`config.mk`:
```
export PLATFORM = sky130hd
export DESIGN_NAME = motor_load_baseline_tracker_flat
export DESIGN_NICKNAME = d
export VERILOG_FILES = /design/src/rtl/mlbt_pkg.sv /design/src/rtl/mlbt_if.sv /design/src/rtl/mlbt_cfg.sv /design/src/rtl/mlbt_prep.sv /design/src/rtl/mlbt_core.sv /design/src/rtl/motor_load_baseline_tracker.sv /design/src/flat_wrapper.sv
export SDC_FILE = /design/constraint.sdc
export NUM_CORES = 2
export LEC_CHECK = 0
export ABC_AREA = 1
export BUFFER_PORTS_ARGS = -buffer_cell sky130_fd_sc_hd__buf_2
export CAP_MARGIN = 20
export CORE_MARGIN = 2
export CORE_UTILIZATION = 40
export DETAILED_ROUTE_END_ITERATION = 6
export GPL_TIMING_DRIVEN = 0
export PLACE_DENSITY = 0.54
export SLEW_MARGIN = 5
export SYNTH_ARGS = -nofsm -noshare
export SYNTH_HDL_FRONTEND = slang
export SYNTH_SLANG_ARGS = --single-unit
```
`constraint.sdc`:
```
create_clock -name clk_i -period 12.7 [get_ports clk_i]
set_input_delay 1.905 -clock clk_i [delete_from_list [all_inputs] [get_ports clk_i]]
set_output_delay 1.905 -clock clk_i [all_outputs]
set_load 0.01 [all_outputs]
```
`src/rtl/mlbt_pkg.sv`:
```
// ----------------------------------------------------------------------------
// mlbt_pkg
// Types, codes and constants shared by the motor load baseline tracker.
// ----------------------------------------------------------------------------
package mlbt_pkg;

  localparam int unsigned TimeW   = 32;
  localparam int unsigned RpmW    = 16;
  localparam int unsigned LoadW   = 8;
  localparam int unsigned SpanW   = 20;  // 16 bit rpm step times 4 bit ms/rpm
  localparam int unsigned TolProdW = 23; // 16 bit target times 7 bit percent
  localparam int unsigned CfgIdxW = 3;
  localparam int unsigned CfgDataW = 16;

  // floor(x / 100) == (x * TolRecip) >> TolShift for every 23 bit x
  localparam logic [23:0] TolRecip = 24'd10737419;
  localparam int unsigned TolShift = 30;

  localparam logic signed [8:0] DeltaMax = 9'sd100;
  localparam logic signed [8:0] DeltaMin = -9'sd100;

  localparam logic [15:0] GraceFloorRst  = 16'd500;
  localparam logic [3:0]  GracePerRst    = 4'd1;
  localparam logic [15:0] StableFloorRst = 16'd2000;
  localparam logic [3:0]  StablePerRst   = 4'd1;
  localparam logic [6:0]  TolPctRst      = 7'd5;
  localparam logic [9:0]  MinTolRst      = 10'd25;

  typedef enum logic [1:0] {
    FUNC_SAMPLE = 2'd0,
    FUNC_START  = 2'd1,
    FUNC_CHANGE = 2'd2,
    FUNC_STOP   = 2'd3
  } func_e;

  typedef enum logic [CfgIdxW-1:0] {
    CFG_GRACE_FLOOR  = 3'd0,
    CFG_GRACE_PER    = 3'd1,
    CFG_STABLE_FLOOR = 3'd2,
    CFG_STABLE_PER   = 3'd3,
    CFG_TOL_PCT      = 3'd4,
    CFG_MIN_TOL      = 3'd5
  } cfg_idx_e;

  typedef struct packed {
    logic [15:0] grace_floor_ms;
    logic [3:0]  grace_ms_per_rpm;
    logic [15:0] stable_floor_ms;
    logic [3:0]  stable_ms_per_rpm;
    logic [6:0]  tolerance_pct;
    logic [9:0]  min_tolerance_rpm;
  } cfg_t;

  typedef struct packed {
    func_e            func;
    logic [TimeW-1:0] now_ms;
    logic [LoadW-1:0] load_raw;
    logic [RpmW-1:0]  measured_rpm;
    logic [RpmW-1:0]  set_rpm;
    logic [RpmW-1:0]  prev_set_rpm;
    logic             running;
  } item_t;

  // Item after the state-free arithmetic, ready for the state update
  typedef struct packed {
    func_e            func;
    logic [TimeW-1:0] now_ms;
    logic [LoadW-1:0] load_raw;
    logic             running;
    logic             target_nz;
    logic             speed_ok;
    logic             changed;
    logic             step_up;
    logic [TimeW-1:0] grace_cand;
    logic [SpanW-1:0] stable_len;
  } prep_t;

  typedef struct packed {
    logic [LoadW-1:0]        load_avg;
    logic [LoadW-1:0]        load_last;
    logic signed [LoadW-1:0] step_delta;
    logic                    baseline_valid;
    logic [LoadW-1:0]        baseline_load;
    logic                    in_spike_grace;
  } result_t;

  // Wrap-safe "a is later than b"
  function automatic logic ahead(logic [TimeW-1:0] a, logic [TimeW-1:0] b);
    logic [TimeW-1:0] diff;
    diff = a - b;
    return (diff != '0) && !diff[TimeW-1];
  endfunction

endpackage

```
`src/rtl/mlbt_if.sv`:
```
// ----------------------------------------------------------------------------
// mlbt_in_if / mlbt_out_if
// Valid/ready channels carrying event items in and tracker results out.
// ----------------------------------------------------------------------------
interface mlbt_in_if;
  logic        valid;
  logic        ready;
  logic [1:0]  func;
  logic [31:0] now_ms;
  logic [7:0]  load_raw;
  logic [15:0] measured_rpm;
  logic [15:0] set_rpm;
  logic [15:0] prev_set_rpm;
  logic        running;

  modport source (
    output valid, func, now_ms, load_raw, measured_rpm, set_rpm, prev_set_rpm,
           running,
    input  ready
  );
  modport sink (
    input  valid, func, now_ms, load_raw, measured_rpm, set_rpm, prev_set_rpm,
           running,
    output ready
  );
endinterface

interface mlbt_out_if;
  logic              valid;
  logic              ready;
  logic [7:0]        load_avg;
  logic [7:0]        load_last;
  logic signed [7:0] step_delta;
  logic              baseline_valid;
  logic [7:0]        baseline_load;
  logic              in_spike_grace;

  modport source (
    output valid, load_avg, load_last, step_delta, baseline_valid,
           baseline_load, in_spike_grace,
    input  ready
  );
  modport sink (
    input  valid, load_avg, load_last, step_delta, baseline_valid,
           baseline_load, in_spike_grace,
    output ready
  );
endinterface

```
`src/rtl/mlbt_cfg.sv`:
```
// ----------------------------------------------------------------------------
// mlbt_cfg
// Configuration register file with write-only indexed access.
// ----------------------------------------------------------------------------
module mlbt_cfg
  import mlbt_pkg::*;
(
  input  logic                clk_i,
  input  logic                rst_ni,
  input  logic                we_i,
  input  logic [CfgIdxW-1:0]  idx_i,
  input  logic [CfgDataW-1:0] wdata_i,
  output cfg_t                cfg_o
);

  cfg_t cfg_q, cfg_d;

  always_comb begin
    cfg_d = cfg_q;
    if (we_i) begin
      unique case (cfg_idx_e'(idx_i))
        CFG_GRACE_FLOOR:  cfg_d.grace_floor_ms    = wdata_i;
        CFG_GRACE_PER:    cfg_d.grace_ms_per_rpm  = wdata_i[3:0];
        CFG_STABLE_FLOOR: cfg_d.stable_floor_ms   = wdata_i;
        CFG_STABLE_PER:   cfg_d.stable_ms_per_rpm = wdata_i[3:0];
        CFG_TOL_PCT:      cfg_d.tolerance_pct     = wdata_i[6:0];
        CFG_MIN_TOL:      cfg_d.min_tolerance_rpm = wdata_i[9:0];
        default: ;  // unknown index: drop the write
      endcase
    end
  end

  always_ff @(posedge clk_i or negedge rst_ni) begin
    if (!rst_ni) begin
      cfg_q.grace_floor_ms    <= GraceFloorRst;
      cfg_q.grace_ms_per_rpm  <= GracePerRst;
      cfg_q.stable_floor_ms   <= StableFloorRst;
      cfg_q.stable_ms_per_rpm <= StablePerRst;
      cfg_q.tolerance_pct     <= TolPctRst;
      cfg_q.min_tolerance_rpm <= MinTolRst;
    end else begin
      cfg_q <= cfg_d;
    end
  end

  assign cfg_o = cfg_q;

endmodule

```
`src/rtl/mlbt_prep.sv`:
```
// ----------------------------------------------------------------------------
// mlbt_prep
// Input register and two stages of state-free arithmetic: speed step spans,
// tolerance window test and candidate grace deadline.
// ----------------------------------------------------------------------------
module mlbt_prep
  import mlbt_pkg::*;
(
  input  logic  clk_i,
  input  logic  rst_ni,
  input  cfg_t  cfg_i,
  input  logic  in_valid_i,
  output logic  in_ready_o,
  input  item_t in_item_i,
  output logic  out_valid_o,
  input  logic  out_ready_i,
  output prep_t out_prep_o
);

  logic s1_valid_q, s2_valid_q, s3_valid_q;
  logic s1_en, s2_en, s3_en;

  item_t s1_q;

  item_t               s2_item_q;
  logic [SpanW-1:0]    s2_grace_len_q, s2_stable_len_q;
  logic [TolProdW-1:0] s2_tol_prod_q;
  logic                s2_changed_q, s2_step_up_q;

  prep_t s3_q, s3_d;

  // Stage 1 -> 2
  logic [RpmW-1:0]     span_rpm;
  logic                step_up, changed;
  logic [SpanW-1:0]    grace_prod, stable_prod, grace_floor, stable_floor;
  logic [SpanW-1:0]    grace_len, stable_len;
  logic [TolProdW-1:0] tol_prod;

  // Stage 2 -> 3
  logic [TolProdW+24-1:0] quot_full;
  logic [RpmW-1:0]        tol_raw, tol, win_lo, win_hi;

  // Advance a stage when it is empty or its contents move on
  assign s3_en = !s3_valid_q || out_ready_i;
  assign s2_en = !s2_valid_q || s3_en;
  assign s1_en = !s1_valid_q || s2_en;
  assign in_ready_o = s1_en;

  always_comb begin
    step_up = s1_q.set_rpm > s1_q.prev_set_rpm;
    changed = s1_q.set_rpm != s1_q.prev_set_rpm;
    if (s1_q.func == FUNC_START) begin
      span_rpm = s1_q.set_rpm;
    end else if (step_up) begin
      span_rpm = s1_q.set_rpm - s1_q.prev_set_rpm;
    end else begin
      span_rpm = s1_q.prev_set_rpm - s1_q.set_rpm;
    end
    grace_prod   = {4'b0, span_rpm} * {16'b0, cfg_i.grace_ms_per_rpm};
    stable_prod  = {4'b0, span_rpm} * {16'b0, cfg_i.stable_ms_per_rpm};
    grace_floor  = {4'b0, cfg_i.grace_floor_ms};
    stable_floor = {4'b0, cfg_i.stable_floor_ms};
    grace_len    = (grace_prod > grace_floor) ? grace_prod : grace_floor;
    stable_len   = (stable_prod > stable_floor) ? stable_prod : stable_floor;
    tol_prod     = {7'b0, s1_q.set_rpm} * {16'b0, cfg_i.tolerance_pct};
  end

  always_comb begin
    quot_full = {24'b0, s2_tol_prod_q} * {{TolProdW{1'b0}}, TolRecip};
    tol_raw   = quot_full[TolShift+RpmW-1:TolShift];
    tol       = (tol_raw < {6'b0, cfg_i.min_tolerance_rpm}) ?
                {6'b0, cfg_i.min_tolerance_rpm} : tol_raw;
    win_lo    = (s2_item_q.set_rpm > tol) ? s2_item_q.set_rpm - tol : '0;
    win_hi    = s2_item_q.set_rpm + tol;  // wraps modulo 2^16

    s3_d.func       = s2_item_q.func;
    s3_d.now_ms     = s2_item_q.now_ms;
    s3_d.load_raw   = s2_item_q.load_raw;
    s3_d.running    = s2_item_q.running;
    s3_d.target_nz  = s2_item_q.set_rpm != '0;
    s3_d.speed_ok   = (s2_item_q.measured_rpm >= win_lo) &&
                      (s2_item_q.measured_rpm <= win_hi);
    s3_d.changed    = s2_changed_q;
    s3_d.step_up    = s2_step_up_q;
    s3_d.grace_cand = s2_item_q.now_ms + {12'b0, s2_grace_len_q};
    s3_d.stable_len = s2_stable_len_q;
  end

  always_ff @(posedge clk_i or negedge rst_ni) begin
    if (!rst_ni) begin
      s1_valid_q <= 1'b0;
      s2_valid_q <= 1'b0;
      s3_valid_q <= 1'b0;
    end else begin
      if (s1_en) s1_valid_q <= in_valid_i;
      if (s2_en) s2_valid_q <= s1_valid_q;
      if (s3_en) s3_valid_q <= s2_valid_q;
    end
  end

  always_ff @(posedge clk_i) begin
    if (s1_en && in_valid_i) begin
      s1_q <= in_item_i;
    end
    if (s2_en && s1_valid_q) begin
      s2_item_q       <= s1_q;
      s2_grace_len_q  <= grace_len;
      s2_stable_len_q <= stable_len;
      s2_tol_prod_q   <= tol_prod;
      s2_changed_q    <= changed;
      s2_step_up_q    <= step_up;
    end
    if (s3_en && s2_valid_q) begin
      s3_q <= s3_d;
    end
  end

  assign out_valid_o = s3_valid_q;
  assign out_prep_o  = s3_q;

endmodule

```
`src/rtl/mlbt_core.sv`:
```
// ----------------------------------------------------------------------------
// mlbt_core
// Tracker state update (load filter, raw history, baseline learning, grace
// deadline) and the result register.
// ----------------------------------------------------------------------------
module mlbt_core
  import mlbt_pkg::*;
(
  input  logic    clk_i,
  input  logic    rst_ni,
  input  logic    in_valid_i,
  output logic    in_ready_o,
  input  prep_t   in_prep_i,
  output logic    out_valid_o,
  input  logic    out_ready_i,
  output result_t out_res_o
);

  logic [LoadW-1:0] avg_q, avg_d;
  logic             avg_started_q, avg_started_d;
  logic [LoadW-1:0] newest_q, newest_d;
  logic [LoadW-1:0] older_q, older_d;
  logic             older_valid_q, older_valid_d;
  logic [LoadW-1:0] learned_q, learned_d;
  logic             latched_q, latched_d;
  logic [TimeW-1:0] grace_q, grace_d;
  logic [TimeW-1:0] entry_q, entry_d;
  logic [SpanW-1:0] needed_q, needed_d;

  logic             out_valid_q;
  result_t          res_q, res_d;
  logic             take;

  logic [10:0]       avg_sum;
  logic [TimeW-1:0]  elapsed;
  logic signed [8:0] raw_diff;

  assign in_ready_o = !out_valid_q || out_ready_i;
  assign take       = in_valid_i && in_ready_o;

  always_comb begin
    avg_d         = avg_q;
    avg_started_d = avg_started_q;
    newest_d      = newest_q;
    older_d       = older_q;
    older_valid_d = older_valid_q;
    learned_d     = learned_q;
    latched_d     = latched_q;
    grace_d       = grace_q;
    entry_d       = entry_q;
    needed_d      = needed_q;

    avg_sum = {3'b0, avg_q} * 11'd7 + {3'b0, in_prep_i.load_raw} + 11'd4;
    elapsed = in_prep_i.now_ms - entry_q;

    unique case (in_prep_i.func)
      FUNC_SAMPLE: begin
        if (!in_prep_i.running) begin
          avg_d = '0; avg_started_d = 1'b0;
          newest_d = '0; older_d = '0; older_valid_d = 1'b0;
          learned_d = '0; latched_d = 1'b0; entry_d = '0;
        end else begin
          if (avg_started_q) begin
            older_d       = newest_q;
            older_valid_d = 1'b1;
            avg_d         = avg_sum[10:3];
          end else begin
            avg_d = in_prep_i.load_raw;
          end
          avg_started_d = 1'b1;
          newest_d      = in_prep_i.load_raw;
          if (!latched_q && in_prep_i.target_nz) begin
            if (in_prep_i.speed_ok) begin
              // an entry stamped at time zero still reads as outside
              if (entry_q == '0) begin
                entry_d = in_prep_i.now_ms;
              end else if (elapsed >= {12'b0, needed_q}) begin
                learned_d = avg_d;
                latched_d = 1'b1;
              end
            end else begin
              entry_d = '0;
            end
          end
        end
      end
      FUNC_START: begin
        grace_d  = in_prep_i.grace_cand;
        needed_d = in_prep_i.stable_len;
        avg_d = '0; avg_started_d = 1'b0;
        newest_d = '0; older_d = '0; older_valid_d = 1'b0;
        learned_d = '0; latched_d = 1'b0; entry_d = '0;
      end
      FUNC_CHANGE: begin
        if (in_prep_i.changed) begin
          if (in_prep_i.step_up && ahead(in_prep_i.grace_cand, grace_q)) begin
            grace_d = in_prep_i.grace_cand;
          end
          latched_d = 1'b0;
          learned_d = '0;
          entry_d   = '0;
          needed_d  = in_prep_i.stable_len;
        end
      end
      FUNC_STOP: begin
        avg_d = '0; avg_started_d = 1'b0;
        newest_d = '0; older_d = '0; older_valid_d = 1'b0;
        learned_d = '0; latched_d = 1'b0; entry_d = '0;
        grace_d = '0; needed_d = '0;
      end
      default: ;
    endcase

    raw_diff = $signed({1'b0, newest_d}) - $signed({1'b0, older_d});

    res_d.load_avg  = avg_d;
    res_d.load_last = newest_d;
    if (!older_valid_d) begin
      res_d.step_delta = '0;
    end else if (raw_diff > DeltaMax) begin
      res_d.step_delta = DeltaMax[LoadW-1:0];
    end else if (raw_diff < DeltaMin) begin
      res_d.step_delta = DeltaMin[LoadW-1:0];
    end else begin
      res_d.step_delta = raw_diff[LoadW-1:0];
    end
    res_d.baseline_valid = latched_d;
    res_d.baseline_load  = latched_d ? learned_d : '0;
    res_d.in_spike_grace = (grace_d != '0) && ahead(grace_d, in_prep_i.now_ms);
  end

  always_ff @(posedge clk_i or negedge rst_ni) begin
    if (!rst_ni) begin
      avg_q         <= '0;
      avg_started_q <= 1'b0;
      newest_q      <= '0;
      older_q       <= '0;
      older_valid_q <= 1'b0;
      learned_q     <= '0;
      latched_q     <= 1'b0;
      grace_q       <= '0;
      entry_q       <= '0;
      needed_q      <= '0;
      out_valid_q   <= 1'b0;
    end else begin
      if (take) begin
        avg_q         <= avg_d;
        avg_started_q <= avg_started_d;
        newest_q      <= newest_d;
        older_q       <= older_d;
        older_valid_q <= older_valid_d;
        learned_q     <= learned_d;
        latched_q     <= latched_d;
        grace_q       <= grace_d;
        entry_q       <= entry_d;
        needed_q      <= needed_d;
      end
      if (in_ready_o) out_valid_q <= in_valid_i;
    end
  end

  always_ff @(posedge clk_i) begin
    if (take) res_q <= res_d;
  end

  assign out_valid_o = out_valid_q;
  assign out_res_o   = res_q;

endmodule

```
`src/rtl/motor_load_baseline_tracker.sv`:
```
// ----------------------------------------------------------------------------
// motor_load_baseline_tracker
// Motor load filter with idle-baseline learning and inrush grace tracking.
// ----------------------------------------------------------------------------
// Usage:
//   in_ch  carries one event item (sample, start, speed change, stop) with a
//          millisecond time stamp; out_ch returns exactly one result per item,
//          in order: filtered load, last raw load, clamped step delta,
//          baseline valid/value and the inrush grace flag.
//   The config port writes one register per cycle when cfg_we_i is high;
//   change registers only while no item is in flight.
//   The accepting edge loads the input register, followed by two arithmetic
//   stages (span products, then the divide-by-100 reciprocal multiply and
//   window test) and the state update that loads the result register.
//   Throughput is one item per cycle while out_ch is not stalled; the state
//   update closes its loop in the same cycle, so items never wait on each other.
//   Reset clears all tracking state, empties the pipeline and loads the
//   register defaults. When the receiver stalls, the result register holds
//   and the stages behind it keep filling; with four items held, in_ch.ready
//   drops until out_ch moves again.
// ----------------------------------------------------------------------------
module motor_load_baseline_tracker
  import mlbt_pkg::*;
(
  input  logic                clk_i,
  input  logic                rst_ni,
  mlbt_in_if.sink             in_ch,
  mlbt_out_if.source          out_ch,
  input  logic                cfg_we_i,
  input  logic [CfgIdxW-1:0]  cfg_idx_i,
  input  logic [CfgDataW-1:0] cfg_wdata_i
);

  cfg_t    cfg;
  item_t   in_item;
  prep_t   prep;
  logic    prep_valid, prep_ready;
  result_t res;

  mlbt_cfg u_cfg (
    .clk_i   (clk_i),
    .rst_ni  (rst_ni),
    .we_i    (cfg_we_i),
    .idx_i   (cfg_idx_i),
    .wdata_i (cfg_wdata_i),
    .cfg_o   (cfg)
  );

  always_comb begin
    in_item.func         = func_e'(in_ch.func);
    in_item.now_ms       = in_ch.now_ms;
    in_item.load_raw     = in_ch.load_raw;
    in_item.measured_rpm = in_ch.measured_rpm;
    in_item.set_rpm      = in_ch.set_rpm;
    in_item.prev_set_rpm = in_ch.prev_set_rpm;
    in_item.running      = in_ch.running;
  end

  mlbt_prep u_prep (
    .clk_i       (clk_i),
    .rst_ni      (rst_ni),
    .cfg_i       (cfg),
    .in_valid_i  (in_ch.valid),
    .in_ready_o  (in_ch.ready),
    .in_item_i   (in_item),
    .out_valid_o (prep_valid),
    .out_ready_i (prep_ready),
    .out_prep_o  (prep)
  );

  mlbt_core u_core (
    .clk_i       (clk_i),
    .rst_ni      (rst_ni),
    .in_valid_i  (prep_valid),
    .in_ready_o  (prep_ready),
    .in_prep_i   (prep),
    .out_valid_o (out_ch.valid),
    .out_ready_i (out_ch.ready),
    .out_res_o   (res)
  );

  assign out_ch.load_avg       = res.load_avg;
  assign out_ch.load_last      = res.load_last;
  assign out_ch.step_delta     = res.step_delta;
  assign out_ch.baseline_valid = res.baseline_valid;
  assign out_ch.baseline_load  = res.baseline_load;
  assign out_ch.in_spike_grace = res.in_spike_grace;

endmodule

```
`src/flat_wrapper.sv`:
```
// flat-port wrapper written by rule: the top's interface ports become plain ports
module motor_load_baseline_tracker_flat import mlbt_pkg::*;
  (clk_i, rst_ni, cfg_we_i, cfg_idx_i, cfg_wdata_i, in_ch_valid, in_ch_func, in_ch_now_ms, in_ch_load_raw, in_ch_measured_rpm, in_ch_set_rpm, in_ch_prev_set_rpm, in_ch_running, in_ch_ready, out_ch_valid, out_ch_load_avg, out_ch_load_last, out_ch_step_delta, out_ch_baseline_valid, out_ch_baseline_load, out_ch_in_spike_grace, out_ch_ready);
  mlbt_in_if in_ch_i ();
  mlbt_out_if out_ch_i ();
  input  logic clk_i;
  input  logic rst_ni;
  input  logic cfg_we_i;
  input  logic [CfgIdxW-1:0] cfg_idx_i;
  input  logic [CfgDataW-1:0] cfg_wdata_i;
  input wire logic [$bits(in_ch_i.valid)-1:0] in_ch_valid;
  input wire logic [$bits(in_ch_i.func)-1:0] in_ch_func;
  input wire logic [$bits(in_ch_i.now_ms)-1:0] in_ch_now_ms;
  input wire logic [$bits(in_ch_i.load_raw)-1:0] in_ch_load_raw;
  input wire logic [$bits(in_ch_i.measured_rpm)-1:0] in_ch_measured_rpm;
  input wire logic [$bits(in_ch_i.set_rpm)-1:0] in_ch_set_rpm;
  input wire logic [$bits(in_ch_i.prev_set_rpm)-1:0] in_ch_prev_set_rpm;
  input wire logic [$bits(in_ch_i.running)-1:0] in_ch_running;
  output wire logic [$bits(in_ch_i.ready)-1:0] in_ch_ready;
  output wire logic [$bits(out_ch_i.valid)-1:0] out_ch_valid;
  output wire logic [$bits(out_ch_i.load_avg)-1:0] out_ch_load_avg;
  output wire logic [$bits(out_ch_i.load_last)-1:0] out_ch_load_last;
  output wire logic [$bits(out_ch_i.step_delta)-1:0] out_ch_step_delta;
  output wire logic [$bits(out_ch_i.baseline_valid)-1:0] out_ch_baseline_valid;
  output wire logic [$bits(out_ch_i.baseline_load)-1:0] out_ch_baseline_load;
  output wire logic [$bits(out_ch_i.in_spike_grace)-1:0] out_ch_in_spike_grace;
  input wire logic [$bits(out_ch_i.ready)-1:0] out_ch_ready;
  assign in_ch_i.valid = in_ch_valid;
  assign in_ch_i.func = in_ch_func;
  assign in_ch_i.now_ms = in_ch_now_ms;
  assign in_ch_i.load_raw = in_ch_load_raw;
  assign in_ch_i.measured_rpm = in_ch_measured_rpm;
  assign in_ch_i.set_rpm = in_ch_set_rpm;
  assign in_ch_i.prev_set_rpm = in_ch_prev_set_rpm;
  assign in_ch_i.running = in_ch_running;
  assign in_ch_ready = in_ch_i.ready;
  assign out_ch_valid = out_ch_i.valid;
  assign out_ch_load_avg = out_ch_i.load_avg;
  assign out_ch_load_last = out_ch_i.load_last;
  assign out_ch_step_delta = out_ch_i.step_delta;
  assign out_ch_baseline_valid = out_ch_i.baseline_valid;
  assign out_ch_baseline_load = out_ch_i.baseline_load;
  assign out_ch_in_spike_grace = out_ch_i.in_spike_grace;
  assign out_ch_i.ready = out_ch_ready;
  motor_load_baseline_tracker u_core (.clk_i(clk_i), .rst_ni(rst_ni), .in_ch(in_ch_i), .out_ch(out_ch_i), .cfg_we_i(cfg_we_i), .cfg_idx_i(cfg_idx_i), .cfg_wdata_i(cfg_wdata_i));
endmodule
```
After elaboration in Yosys (flattened, before gate mapping)
Cells that the tools add are included.
Word-level totals
  bits in registers: 544
  input port bits: 115
  output and inout bits: 36
  logic and storage cells: 186
Cells by class
  multiply operators: 5
  $add $sub $neg: 11
  muxes and demuxes: 46
  reduce and logical (&&, ||, !) cells: 42
  eq/ne operators: 13
  magnitude comparators: 10
  bitwise operators: 1
Operators by type and width (number)
  $mux W32: 7
  $pmux W32 S3: 2
  $mux W16: 6
  $mux W8: 12
  $reduce_bool A32 Y1: 3
  $sub A32 B32 Y32: 3
  $pmux W20 S3: 1
  $pmux W8 S2: 3
  $sub A16 B16 Y16: 3
  $mul A23 B24 Y46 const B: 1
  $gt A20 B16 Y1: 2
  $mul A16 B4 Y20: 2
  $add A32 B20 Y32: 1
  $ge A32 B20 Y1: 1
  $gt A16 B16 Y1: 2
  $logic_not A32 Y1: 1
  $pmux W8 S3: 1
  $mul A16 B7 Y23: 1
  $mux W20: 1
  $add A16 B16 Y16: 1
  $ge A16 B16 Y1: 1
  $le A16 B16 Y1: 1
  $lt A16 B10 Y1: 1
  $ne A16 B16 Y1: 1
  other kinds (32): 70

Logic depth before layout (Yosys ltp)
  depth in word-level cells: 11
  gate-level depth with buffers: 71
  mapped depth without buffers: 71

By module
A second synthesis with hierarchy kept.
Second synthesis, totals
  cells, all modules: 6230
  area total of the unflattened synthesis: 51782.2 µm²
By module, submodules not included
  mlbt_prep: area each 34262.9 µm², times used 1, sequential area each 9984.6 µm², cells an instance 3676
  mlbt_core: area each 15227.1 µm², times used 1, sequential area each 4023.9 µm², cells an instance 2298
  mlbt_cfg: area each 2292.2 µm², times used 1, sequential area each 1450.1 µm², cells an instance 256

Worst setup path before layout
OpenSTA, ideal clock, no wires.
  kind: register to register
  start point: reg u_core.u_prep.s2_tol_prod_q[6]
  end point: reg u_core.u_prep.s3_q (netlist bit u_core.u_prep.out_prep_o[54]), data pin
  stages on the path, launching flop included: 66
  arrival time: 10.677 ns
  setup time: 0.249 ns
  buffers on the path: 2
  clock period less this slack: 10.926 ns
  data required time: 12.451 ns
  slack: 1.774 ns
  path through: edfxtp_1 > inv_1 > fa_1 > inv_1 > fa_1 > inv_1 > fa_1 > fa_1 > inv_1 > fa_1 > fa_1 > inv_1 > fa_1 > inv_1 > ha_1 > nand2_1 > nor2_1 > inv_1 > [... 30 more ...] > o21ai_1 > nand2_1 > or2_1 > ha_1 > a21boi_0 > o21a_1 > o21a_1 > o21a_1 > o21a_1 > o21a_1 > o21ai_0 > nand2_1 > a21oi_1 > nor2_1 > nor2_1 > o21ai_0 > nand2_1 > inv_1
RTL lines
  start: declaration: line mlbt_prep.sv:27  | logic [TolProdW-1:0] s2_tol_prod_q;
  start signal: assignment: line mlbt_prep.sv:109  | s2_tol_prod_q <= tol_prod;
  end signal: assignment: line mlbt_prep.sv:114  | s3_q <= s3_d;
  end: declaration: line mlbt_prep.sv:30  | prep_t s3_q, s3_d;

==> results.py <==
metrics = {
    "final_layout": {
        "final_util_pct": 44.7,
        "mostFrequentLayoutCell": "nand2_1",
        "final_cell_mix": "nand2_1, inv_1, ha_1",
        "nets": 7313,
        "area_growth_pct": 11.2,
        "stdcell_area_um2": 56000,
        "drive_gt1_share_pct": 6.83,
        "n_antenna_cell": 0,
    },
    "global_route": {
        "grt_pass1_vias": 39718,
        "grtUsageTotal_pct": 22.5,
        "grt-ovfl-total": 0,
        "grt_max_degree": 113,
        "grt_pass1_wl_um": 226000,
        "antenna_found_initial": 8,
    },
    "setup_path": {
        "crit_type": "reg -> reg",
        "worstPathRequired_ns": 13.10,
        "max_stage_delay_ns": 0.64,
        "cp.arrival_ns": 12.41,
        "cp_max_fo": 10,
        "critPathLaunchType": "flip-flop",
        "cp_slowest_cell": "fa_1",
        "end_kind": "flip-flop",
        "crit_top_cell": "nand2_1",
    },
    "synth": {
        "seq_area_frac_synth_pct": 30.7,
        "synth_area_um2": 50400,
        "synth_nets": 7051,
        "synth_ff_type": "edfxtp_1",
        "ys.warnings.count": 0,
        "synth_cell_types": 62,
        "syn_inst": 5966,
        "syn_avg_cell_area_um2": 8.44,
        "ys_ff_latch": 544,
        "synthArstFlopShare_pct": 33.1,
        "synth-edff-count": 364,
    },
    "placement": {
        "hpwlAfterDp_um": 120000,
        "gp_congestion": 0.923,
        "placedInstanceArea_um2": 53400,
        "io_buffer_count": 150,
    },
    "detailed_routing": {
        "route.antenna.remaining_nets": 0,
        "vias": 39927,
        "drtIter0Drc": 2504,
        "wl_um": 144000,
        "routedWlPerCell_um": 18.1,
        "drc": 1,
        "vias_per_cell": 5.03,
        "drtPass1Iterations": 7,
    },
    "sta": {
        "setup_viol": 0,
        "fin_crit_ns": 12.01,
        "timing.final.crit_share_pct": 94.6,
        "slew_violations": 0,
        "tightest_slew_ns": 1.13,
        "slew_headroom_pct": 23.9,
        "skew_ns": 0.0410,
        "hold_violations": 0,
        "max_freq_ghz": 0.0832,
    },
    "min_path": {
        "hold_class": "reg -> reg",
    },
    "floorplan": {
        "pin_count": 151,
        "die_w_um": 359,
        "start_util_pct": 40.2,
        "die_y_um": 359,
        "rows": 130,
        "die-area_um2": 129000,
        "core_um2": 125000,
    },
    "clock_tree": {
        "cts_tree": "yes",
        "htreeDepth": 3,
        "clockBufferDepth": 3,
        "insertion_delay_ns": 0.67,
        "clk_pin_slew_worst_paths_ns": 0.06,
        "cts_made_buffers": 66,
        "clockRootBuffer": "clkbuf_16",
        "cts_sinks": 544,
    },
    "flow_run": {
        "maxCapViolCount": 0,
    },
    "outcome": {
        "violations": "design-rule violations",
        "status": "complete, but fails checks",
    },
}
## worst max-delay path, delay by kind of cell, from the launching register on
family	cells	cell delay [ns]
xor gates and xnor gates	1	0.32
adders and majority gates	11	4.73
buffers and inverters	12	1.23
and+or+nand+nor	23	2.19
DFF	1	0.49
AOI/OAI and AO/OA	18	2.74
## sequential cells by signal, summed over array words and instances (netlist names), 8 cells and up
signal and cells:
u_core.u_core.entry_q 32, u_core.u_prep.out_prep_o 99, u_core.u_prep.s2_grace_len_q 20, u_core.u_core.avg_q 8
u_core.u_cfg.cfg_o 57, u_core.u_core.out_res_o 34, u_core.u_prep.s2_stable_len_q 20, u_core.u_prep.s2_item_q 75
u_core.u_core.needed_q 20, u_core.u_core.older_q 8, u_core.u_prep.s2_tol_prod_q 23, u_core.u_core.newest_q 8
u_core.u_prep.s1_q 91, u_core.u_core.grace_q 32, u_core.u_core.learned_q 8
## cell usage after synthesis, types with 20 or more instances
cell type	instances	share of area, %
inv_1	1180	8.8
clkbuf_1	102	0.76
dfrtp_1	161	8.0
nand3b_1	25	0.37
nor4_1	22	0.27
o21ai_0	364	3.6
ha_1	629	16
o21bai_1	29	0.43
a21oi_1	321	3.2
xor2_1	127	2.2
edfxtp_1	364	22
nand4_1	57	0.71
o21ai_1	32	0.32
nor2_1	336	2.5
nand3_1	250	2.5
fa_1	341	14
nor3_1	31	0.31
o211ai_1	20	0.30
xnor2_1	64	1.1
a31oi_1	20	0.25
nand2_1	1238	9.2
## cell families after synthesis
kind of cell               after synthesis  synth area share (%)
and+or+nand+nor                       2009                  16.6
buffers and inverters                 1334                  10.0
adders and majority gates              970                  29.2
AOI/OAI and AO/OA                      914                  10.1
DFF                                    544                  30.7
xor gates and xnor gates               191                  3.32
muxes                                    4                0.0795
## final cells by class
| type | instances | area, µm² |
|---|---|---|
| Sequential cell | 544 | 15500 |
| Multi-Input combinational cell | 4088 | 30000 |
| Buffer | 135 | 553 |
| Clock buffer | 80 | 1730 |
| Tap cell | 1650 | 2060 |
| Inverter | 1199 | 4510 |
| Fill cell | 12539 | 69200 |
| Clock inverter | 41 | 432 |
| Timing Repair Buffer | 194 | 1220 |
## worst paths after layout
path	to	startpoint	cells after the start	slack, ns
min in group asynchronous	u_core.u_core.avg_q[5]$_DFFE_PN0P_	rst_ni	1	1.16
max	u_core.u_prep.out_prep_o[54]$_DFFE_PP_	u_core.u_prep.s2_tol_prod_q[6]$_DFFE_PP_	65	0.69
max in group asynchronous	u_core.u_cfg.cfg_o[49]$_DFFE_PN1P_	rst_ni	2	10.75
min	u_core.u_prep.s2_item_q[75]$_DFFE_PP_	u_core.u_prep.s1_q[75]$_DFFE_PP_	0	0.40
max reg2reg	u_core.u_prep.out_prep_o[54]$_DFFE_PP_	u_core.u_prep.s2_tol_prod_q[6]$_DFFE_PP_	65	0.69
min reg2reg	u_core.u_prep.s2_item_q[75]$_DFFE_PP_	u_core.u_prep.s1_q[75]$_DFFE_PP_	0	0.40
## repair_timing
action	in CTS	in global routing
hold buffers	0	0
pin swaps	0	15
resized for setup	6	46
setup endpoints to repair	1	1
setup buffers	11	25
## per-layer routing
layer | GRT usage [%] | vias to the layer above | share of wire (%)
met3 | 2.60 | 212 | 4.2
met1 | 30.8 | 19051 | 46
met5 | 0 | - | 0
met2 | 37.3 | 900 | 46
met4 | 6.88 | 0 | 3.3
li1 | - | 19764 | -
## through the flow
step / TNS [ns] / setup WS, ns / std cells / hold WS (ns)
2_1_floorplan: 0 / 1.77 / 5966 / 0.400
3_3_place_gp: -0.745 / -0.745 / 7766 / 0.403
3_5_place_dp: -0.736 / -0.736 / 7774 / 0.405
4_1_cts: 0 / 0.0229 / 7906 / 0.397
5_1_grt: -0.0400 / -0.0400 / 7931 / 0.422
6_report: 0 / 0.687 / 7931 / 0.401
Power is left out: the tool's default activity adds up to more than one toggle a clock period on the data nets, which glitch-free logic cannot reach.
